$ cat src/sv/frnp_pkg.sv
`default_nettype none

package frnp_pkg;

  // default build
  localparam int unsigned MaxTaxelsDef = 64;
  localparam int unsigned CoordBitsDef = 16;

  // fixed field widths
  localparam int unsigned RadiusW = 16;
  localparam int unsigned IndexW  = 6;
  localparam int unsigned R2W     = 2 * RadiusW;

  // depth of the command queue between front and back
  localparam int unsigned QueueDepth = 2;

endpackage

`default_nettype wire

$ cat src/sv/frnp_front.sv
`default_nettype none

module frnp_front #(
  parameter int unsigned MAX_TAXELS = frnp_pkg::MaxTaxelsDef,
  parameter int unsigned COORD_BITS = frnp_pkg::CoordBitsDef
) (
  input  wire logic                          clk_i,
  input  wire logic                          rst_ni,
  input  wire logic                          in_valid_i,
  output logic                               in_stall_o,
  input  wire logic                          new_set_i,
  input  wire logic [COORD_BITS-1:0]         x_pos_i,
  input  wire logic [COORD_BITS-1:0]         y_pos_i,
  input  wire logic [COORD_BITS-1:0]         z_pos_i,
  input  wire logic                          q_full_i,
  output logic                               push_o,
  output logic [$clog2(MAX_TAXELS)+3*COORD_BITS:0] push_data_o
);

  localparam int unsigned IdxW = $clog2(MAX_TAXELS);
  localparam int unsigned CntW = $clog2(MAX_TAXELS + 1);

  logic [CntW-1:0] count_q, count_d;
  logic [CntW-1:0] count_eff;
  logic            full_drop;
  logic [IdxW-1:0] idx;

  assign in_stall_o = q_full_i;
  assign push_o     = in_valid_i && !q_full_i;

  // index assignment and store-full check
  always_comb begin
    count_eff = new_set_i ? '0 : count_q;
    full_drop = (count_eff == CntW'(MAX_TAXELS));
    idx       = full_drop ? '0 : count_eff[IdxW-1:0];
    count_d   = count_q;
    if (push_o) begin
      count_d = full_drop ? count_eff : count_eff + CntW'(1);
    end
  end

  assign push_data_o = {full_drop, idx, x_pos_i, y_pos_i, z_pos_i};

  always_ff @(posedge clk_i or negedge rst_ni) begin
    if (!rst_ni) begin
      count_q <= '0;
    end else begin
      count_q <= count_d;
    end
  end

endmodule

`default_nettype wire

$ cat config.mk
export PLATFORM = sky130hd
export DESIGN_NAME = frnp_front
export DESIGN_NICKNAME = d
export VERILOG_FILES = /design/src/sv/frnp_pkg.sv /design/src/sv/frnp_front.sv
export SDC_FILE = /design/constraint.sdc
export NUM_CORES = 1
export LEC_CHECK = 0
export BUFFER_PORTS_ARGS = -buffer_cell sky130_fd_sc_hd__buf_4
export CORE_MARGIN = 3
export CORE_UTILIZATION = 30
export CTS_BUF_LIST = sky130_fd_sc_hd__clkbuf_8
export CTS_CLUSTER_DIAMETER = 150
export DETAILED_ROUTE_END_ITERATION = 7
export PLACE_DENSITY = 0.81
export SETUP_SLACK_MARGIN = 0.5
export SLEW_MARGIN = 20
export SYNTH_ARGS = -nofsm -noshare
export SYNTH_HDL_FRONTEND = slang
export SYNTH_SLANG_ARGS = --single-unit
export TNS_END_PERCENT = 30
$ cat constraint.sdc
create_clock -name clk_i -period 2.8 [get_ports clk_i]
set_input_delay 0.56 -clock clk_i [delete_from_list [all_inputs] [get_ports clk_i]]
set_output_delay 0.56 -clock clk_i [all_outputs]
set_load 0.01 [all_outputs]
==> metrics.csv <==
stage;metric;value;unit
synth;syn_nets;158;
pwr;power.density;715;nW/um2
floorplan;start_util;32.9;%
synth;synth-seq-cells;7;
cts;ctsHoldBuffers;0;
detailed_routing;wl;1600;um
place;port_buffers;13;
min_path;min_path_type;in -> async;
cells_and_area;reg_top3;count_q x7;
job;cap_violations;0;
cells_and_area;syn2layout_area_growth;-26.4;%
detailed_routing;drt_iter0_markers;18;
critical_path;worstPathCellList;nor4_1, and3_1, buf_4;
pwr;total_power;0.000449;W
grt;grt_max_degree;15;
timing;fin_ws;0.766;ns
timing;worstMarginPinSlew;0.411;ns
detailed_routing;ant_nets;0;
cts;cts_resized;0;
floorplan;die_w;59.3;um
floorplan;pin_count;110;
critical_path;arrival;1.47;ns
timing;fin_setup_tns;0;ns
place;place_ws;0.984;ns
detailed_routing;drtPass1Iterations;4;
critical_path;r2r_setup_slack;1.49;ns
timing;post-route-min-period;2.03;ns
cts;postCtsSetupRepairBufs;0;
cts;root_buffer;clkbuf_8;
critical_path;required;2.24;ns
cells_and_area;antenna_cells;0;
critical_path;start_kind;flop;
timing;fin_worst_skew;0.00572;ns
cts;clock_latency;0.23;ns
grt;grt_pass1_vias;539;
critical_path;critical_path.slowest_cell;dfrtp_1;
detailed_routing;vias;504;
timing;post-route-period-util;72.6;%
floorplan;dieArea;3520;um2
critical_path;cp_num_buf_inv;1;
grt;grt.total_usage;9.62;%
cts;tritoncts;done;
grt;grt_antenna_before_repair;0;
place;place_congestion;0.869;
critical_path;end_kind;output pin;
run_status;status;complete, no violations;
cells_and_area;largest_register_ffs;7;
grt;grt_overflow_total;0;
floorplan;coreArea;2590;um2
floorplan;rows;18;
timing;slew_headroom;72.4;%
cells_and_area;layout.core_utilization;24.3;%
timing;hold_violations;0;
pwr;ir_drop;0.225;mV
synth;yosysWarningCount;0;
synth;syn_area_per_cell;8.13;um2
critical_path;regToRegEndpoint;count_q[5];
critical_path;r2r-start;count_q[0];
floorplan;dieHeight;59.3;um
synth;netlist_instances;105;
cts;clk_pin_slew;0.04;ns
timing;setup-violations-final;0;
cts;cts_num_sinks;7;
timing;rsz0062_at_grt;false;
critical_path;path_depth;3;
critical_path;path_class;reg -> out;
detailed_routing;drc;0;
place;place_hpwl;1210;um
critical_path;crit_path_max_incr_delay;0.46;ns
timing;timing.hold.ws;0.135;ns
cells_and_area;drive_gt1_share;27.9;%
cells_and_area;regMostFlops;count_q;
detailed_routing;routed_via_density;5.14;
synth;syn_area;853;um2
grt;grt_pass1_wl;2510;um
synth;synth.distinct_cells;29;
cts;htreeDepth;1;
cts;cts_buffers;3;
critical_path;rr_worst_depth;3;
timing;max_freq;492;MHz
critical_path;critPathMaxFanout;9;
detailed_routing;drt-wirelength-per-cell;16.3;um
critical_path;crit_family;simple AND/OR/NAND/NOR gates;
synth;seq_area_frac_synth;20.5;%
cells_and_area;nets;122;
cts;clockBufferDepth;2;
pwr;p_leak;0.288;nW
timing;slew_viol_final;0;
==> layer usage <==
layer  GRT usage (%)  routed length (um)  up-vias  part of all wire, %
met4            10.7                  87        0                  5.4
li1                -                   -      224                    -
met3            6.54                 235       16                   15
met1            8.50                 539      218                   34
met2            13.6                 740       46                   46
met5               0                   0        -                    0
==> kinds of logic (layout without fill, tap and decap cells) <==
kind of cell | Yosys count | count (layout) | share of synthesized area, %
muxes | 2 | 2 | 2.35
and+or+nand+nor | 29 | 29 | 20.1
buffers and inverters | 56 | 19 | 48.5
DFF | 7 | 7 | 20.5
AOI/OAI and AO/OA | 11 | 11 | 8.50
==> layout make-up <==
class / count / area (um2)
fill: 279 / 1960
clock inverter: 1 / 5.00
multi-input combinational: 42 / 264
timing repair buffer: 13 / 97.6
inverter: 2 / 7.51
clock buffer: 3 / 41.3
tap: 30 / 37.5
sequential: 7 / 175
==> worst max path at each step <==
stage                    start               to  slack [ns]
global route        count_q[1]  push_data_o[54]        0.66
floorplan           count_q[1]  push_data_o[54]        1.08
CTS                 count_q[1]  push_data_o[54]        0.76
detailed placement    q_full_i           push_o        0.98
global placement     new_set_i  push_data_o[54]        1.01
finish              count_q[1]  push_data_o[54]        0.77
==> cell usage in the layout (no fill, tap or decap), drive strengths merged <==
cell type  Yosys  layout
and4           2       2
nor3b          2       2
nand2          5       5
mux2i          2       2
nor2b          8       8
o2111ai        1       1
buf           53      13
a21oi          2       2
nor4           1       1
a211o          1       1
clkbuf         1       3
nor2           3       3
o21ai          4       4
inv            2       2
a31oi          1       1
and2b          1       1
a2bb2oi        1       1
clkinv         0       1
a221o          1       1
dfrtp          7       7
nand2b         1       1
nand3          1       1
nand4          3       3
and2           1       1
and3           1       1
==> through the flow <==
| step | instance area [um2] | instances |
|---|---|---|
| 5_1_grt | 628 | 98 |
| 3_5_place_dp | 582 | 94 |
| 2_1_floorplan | 853 | 105 |
| 3_3_place_gp | 582 | 94 |
| 6_report | 628 | 98 |
| 4_1_cts | 628 | 98 |
==> power by group <==
| group | internal [W] | switching [W] |
|---|---|---|
| Combinational | 0.0000703 | 0.0000604 |
| Sequential | 0.000130 | 0.0000466 |
| Clock | 0.0000965 | 0.0000456 |
==> synth_stat cells, drive strengths merged <==
cell / count / area (um2)
a21oi: 2 / 10.0
o2111ai: 1 / 8.76
buf: 53 / 403
nand3: 1 / 5.00
a221o: 1 / 10.0
clkbuf: 1 / 3.75
dfrtp: 7 / 175
nand2b: 1 / 6.26
and3: 1 / 6.26
nand4: 3 / 18.8
a211o: 1 / 8.76
inv: 2 / 7.50
nor3b: 2 / 15.0
mux2i: 2 / 20.0
nand2: 5 / 18.8
a2bb2oi: 1 / 8.76
nor2b: 8 / 50.1
and2b: 1 / 7.51
nor4: 1 / 6.26
nor2: 3 / 11.3
and2: 1 / 6.26
o21ai: 4 / 20.0
and4: 2 / 20.0
a31oi: 1 / 6.26
==> worst reg2reg max path: stages, from the launching register on <==
cell,delay [ns]
dfrtp_1,0.46
and4_4,0.27
and4_1,0.20
a221o_1,0.26
Power figures use the tool's default switching activity.
