--- config.mk ---
export PLATFORM = sky130hd
export DESIGN_NAME = frnp_queue
export DESIGN_NICKNAME = d
export VERILOG_FILES = /design/src/sv/frnp_pkg.sv /design/src/sv/frnp_queue.sv
export SDC_FILE = /design/constraint.sdc
export NUM_CORES = 1
export LEC_CHECK = 0
export BUFFER_PORTS_ARGS = -buffer_cell sky130_fd_sc_hd__buf_2
export CORE_ASPECT_RATIO = 0.5
export CORE_MARGIN = 1.5
export CORE_UTILIZATION = 50
export DETAILED_ROUTE_END_ITERATION = 7
export PLACE_DENSITY = 0.77
export SLEW_MARGIN = 20
export SYNTH_ARGS = -nofsm -noshare
export SYNTH_HDL_FRONTEND = slang
export SYNTH_SLANG_ARGS = --single-unit
--- constraint.sdc ---
create_clock -name clk_i -period 10.7 [get_ports clk_i]
set_input_delay 0 -clock clk_i [delete_from_list [all_inputs] [get_ports clk_i]]
set_output_delay 0 -clock clk_i [all_outputs]
set_load 0.02 [all_outputs]
--- src/sv/frnp_pkg.sv ---
`default_nettype none

package frnp_pkg;

  // default build
  localparam int unsigned MaxTaxelsDef = 64;
  localparam int unsigned CoordBitsDef = 16;

  // fixed field widths
  localparam int unsigned RadiusW = 16;
  localparam int unsigned IndexW  = 6;
  localparam int unsigned R2W     = 2 * RadiusW;

  // depth of the command queue between front and back
  localparam int unsigned QueueDepth = 2;

endpackage

`default_nettype wire

--- src/sv/frnp_queue.sv ---
`default_nettype none

module frnp_queue #(
  parameter int unsigned WIDTH = 56
) (
  input  wire logic             clk_i,
  input  wire logic             rst_ni,
  input  wire logic             push_i,
  input  wire logic [WIDTH-1:0] push_data_i,
  output logic                  full_o,
  input  wire logic             pop_i,
  output logic                  valid_o,
  output logic      [WIDTH-1:0] data_o
);

  localparam int unsigned PtrW = $clog2(frnp_pkg::QueueDepth);
  localparam int unsigned CntW = $clog2(frnp_pkg::QueueDepth + 1);

  logic [WIDTH-1:0] slot_q [frnp_pkg::QueueDepth];
  logic [PtrW-1:0]  wr_ptr_q, wr_ptr_d;
  logic [PtrW-1:0]  rd_ptr_q, rd_ptr_d;
  logic [CntW-1:0]  cnt_q, cnt_d;

  assign full_o  = (cnt_q == CntW'(frnp_pkg::QueueDepth));
  assign valid_o = (cnt_q != '0);
  assign data_o  = slot_q[rd_ptr_q];

  // pointer and fill count update
  always_comb begin
    wr_ptr_d = wr_ptr_q;
    rd_ptr_d = rd_ptr_q;
    cnt_d    = cnt_q;
    if (push_i) begin
      wr_ptr_d = wr_ptr_q + PtrW'(1);
    end
    if (pop_i) begin
      rd_ptr_d = rd_ptr_q + PtrW'(1);
    end
    if (push_i && !pop_i) begin
      cnt_d = cnt_q + CntW'(1);
    end else if (pop_i && !push_i) begin
      cnt_d = cnt_q - CntW'(1);
    end
  end

  always_ff @(posedge clk_i or negedge rst_ni) begin
    if (!rst_ni) begin
      wr_ptr_q <= '0;
      rd_ptr_q <= '0;
      cnt_q    <= '0;
    end else begin
      wr_ptr_q <= wr_ptr_d;
      rd_ptr_q <= rd_ptr_d;
      cnt_q    <= cnt_d;
    end
  end

  // slot storage
  always_ff @(posedge clk_i) begin
    if (push_i) begin
      slot_q[wr_ptr_q] <= push_data_i;
    end
  end

endmodule

`default_nettype wire

==> impl_summary.log <==
[metrics] DRT Pass-1 Iters: 4
[metrics] Post-Route WL: between 8000 and 9000 µm
[metrics] initial standard-cell utilization of the core: 0.529
[metrics] via count of the first global-routing pass: 2606
[metrics] end point of the most critical hold path: slot_q[0][48]
[metrics] gr ovfl total: 0
[metrics] Synth warnings: 0
[metrics] DRT iter0 DRCs: 123
[metrics] DRC violations left: 0
[metrics] outcome: completed
[metrics] top area cells in the synthesized netlist: sky130_fd_sc_hd__edfxtp_1 (77%), sky130_fd_sc_hd__mux2_4 (10%), sky130_fd_sc_hd__mux2_2 (6.7%)
[metrics] layout cell share with drive strength beyond 1: 0.518
[metrics] WHS: around 320 ps
[metrics] # setup viols final: 0
[metrics] first-pass GRT wire length: between 10000 and 15000 µm
[metrics] post-CTS resize count: 0
[metrics] pin count of the biggest net entering global routing: 33
[metrics] category of the critical setup timing path: register to output port
[metrics] number of rows created at floorplan: 23
[metrics] clock-pin slew on the worst setup and hold paths: around 50 ps
[metrics] core region area: slightly above 8000 µm²
[metrics] layout-stage area growth over the synthesis result: 42.6%
[metrics] total of fill cells in the finished design: around 520
[metrics] synthesized flop and latch total: around 120
[metrics] post-synth design cell area: around 4400 µm²
[metrics] hold path startpoint: push_data_i[48]
[metrics] dominant cell type by area after synthesis: sky130_fd_sc_hd__edfxtp_1
[metrics] number of inserted diodes: 0
[metrics] worst min-delay path category: input port to register
[metrics] Rel. slew slack: 0.493
[metrics] gpl congestion: roughly 0.74
[metrics] global-route usage over all layers: 0.192
[metrics] final slew viol count: 0
[metrics] crit start category: register
[metrics] critical path peak fanout: 30
[metrics] clock skew after layout: 5.45 ps
[metrics] detailed-placement wirelength estimate: 5070 µm
[metrics] required arrival time at the worst endpoint: between 10000 and 15000 ps
[metrics] Register-to-Register Path Depth: 2
[metrics] number of buffers inserted by port buffering: 117
[metrics] Critical R2R Launch: wr_ptr_q
[metrics] height of the die: approximately 70 µm
[metrics] final setup TNS: 0 ps
[metrics] Fin. Hold Viols: 0
[metrics] cts bufs inserted: 17
[metrics] fin util: 0.754
[metrics] clock latency on the worst-skew pair: roughly 400 ps
[metrics] RSZ-0062 raised after global routing: no
[metrics] H-tree lvl count: 4
[metrics] share of Yosys cell area claimed by the top area cell type: 0.773
[metrics] maximum achievable frequency: 0.414 GHz
[metrics] count of mapped cells out of synthesis: 190
[metrics] synthesized area per cell: 22.9 µm²
[metrics] Pwr per Cell Area: ~270 nW/µm²
[metrics] total via count in the routed design: approximately 2500
[metrics] Routed WL per cell: about 17 µm
[metrics] Static Leak: around 2.5 nW
[metrics] worst-case register-to-register setup slack: 8760 ps
[metrics] count of unique library cells instantiated by Yosys: 14
[metrics] net total in the final layout: roughly 440
[metrics] net count after synthesis: roughly 250
[metrics] critical path arrival: between 2000 and 2500 ps
[metrics] TritonCTS clock tree: yes
[metrics] cell area after placement: between 5000 and 6000 µm²
[metrics] maximum vdd drop: around 0.17 mV
[metrics] final period utilization: 0.226
[metrics] end of the worst register-to-register path: slot_q[0][38]
[metrics] via/cell ratio: between 4 and 5
[metrics] buffers from clock root to sink, at most: 2
[metrics] instance count along the most critical hold path: 2
[metrics] number of top-level pins: around 120
[metrics] initial antenna violation count: 0
[metrics] remaining number of nets flagged by the antenna check after routing: 0
[metrics] capturing element type of the critical path: output port
[metrics] transition time at the pin with the least slew margin: 760 ps
[metrics] clk root buf: sky130_fd_sc_hd__clkbuf_16
[metrics] portion of the post-synthesis area used by sequential elements: 0.796
[metrics] clock sink count: 116
[metrics] cell area after layout: 6200 µm²
[metrics] DIE WIDTH: ~130 µm
[metrics] minimum clock period: approximately 2400 ps
[metrics] number of maximum-capacitance constraint violations: 0
[metrics] die outline area: slightly above 9000 µm²
[cell usage after synthesis, drive strengths merged]
| library cell | n |
|---|---|
| nor2b | 2 |
| nor2 | 1 |
| and2 | 1 |
| or2 | 1 |
| mux2 | 56 |
| ha | 1 |
| dfrtp | 4 |
| xor2 | 4 |
| xnor2 | 1 |
| edfxtp | 112 |
| inv | 1 |
| buf | 6 |
[logic make-up (layout without fill, tap and decap cells)]
group | Yosys count | after routing | synth area share
xor+xnor | 5 | 5 | 0.0101
buf+inv | 7 | 213 | 0.0135
flops | 116 | 116 | 0.796
fa+ha+maj | 1 | 1 | 0.00288
mux | 56 | 56 | 0.171
simple gates | 5 | 5 | 0.00662
[registers in the layout, indices dropped and copies added (netlist names)]
register	count
cnt_q	2
wr_ptr_q	1
rd_ptr_q	1
slot_q	112
[routing by layer]
layer	share of wire	vias up	track usage
li1	-	1141	-
met1	0.38	1227	0.198
met2	0.56	76	0.367
met3	0.049	10	0.0643
met4	0.010	0	0.0927
met5	0	-	0
[final cells by class]
class	instances	area [µm²]	share of cell area
well taps	112	140	0.0226
clock inverters	14	119	0.0192
clock buffers	18	429	0.0692
repair buffers	180	1210	0.195
inverters	1	3.75	0.000605
flip-flops and latches	116	3460	0.559
multi-input cells	67	837	0.135
[worst max-delay path by stage]
stage | from | to | cells after the start
CTS | rd_ptr_q | data_o[30] | 3
finish | rd_ptr_q | data_o[55] | 3
global route | rd_ptr_q | data_o[55] | 3
floorplan | wr_ptr_q | slot_q[0][0] | 1
detailed placement | rd_ptr_q | data_o[30] | 3
global placement | rd_ptr_q | data_o[29] | 3
[placed cells by master (no fill, tap or decap), types with 3 or more instances in the layout]
cell type,n
sky130_fd_sc_hd__clkinv_1,6
sky130_fd_sc_hd__buf_2,117
sky130_fd_sc_hd__dfrtp_1,3
sky130_fd_sc_hd__clkinv_2,4
sky130_fd_sc_hd__dlygate4sd3_1,60
sky130_fd_sc_hd__mux2_2,26
sky130_fd_sc_hd__buf_4,3
sky130_fd_sc_hd__xor2_1,4
sky130_fd_sc_hd__edfxtp_1,112
sky130_fd_sc_hd__mux2_4,30
sky130_fd_sc_hd__clkbuf_16,17
[power by group]
| part | internal (W) | switching [W] | total (W) |
|---|---|---|---|
| combinational | 0.000223 | 0.000269 | 0.000492 |
| sequential | 0.000605 | 0.0000511 | 0.000656 |
| clock | 0.000335 | 0.000182 | 0.000517 |
| total | 0.00116 | 0.000502 | 0.00166 |
[repair_timing]
action,CTS,global route
hold buffers,60,0
hold endpoints to repair,118,0
setup buffers,0,0
[critical path, cell delays in order, from the launching register on]
cell and delay [ps]:
sky130_fd_sc_hd__dfrtp_2 860, sky130_fd_sc_hd__buf_4 560, sky130_fd_sc_hd__mux2_2 400, sky130_fd_sc_hd__buf_2 160
[through the flow]
step                      instances  setup WS, ps  total power [W]
after floorplan                 190          7330          0.00101
after global placement          416          8770          0.00112
after detailed placement        416          8690          0.00114
after CTS                       508          8250          0.00168
after global routing            508          8160          0.00173
final                           508          8280          0.00166
Note: power is estimated with default switching activity, not from simulation.
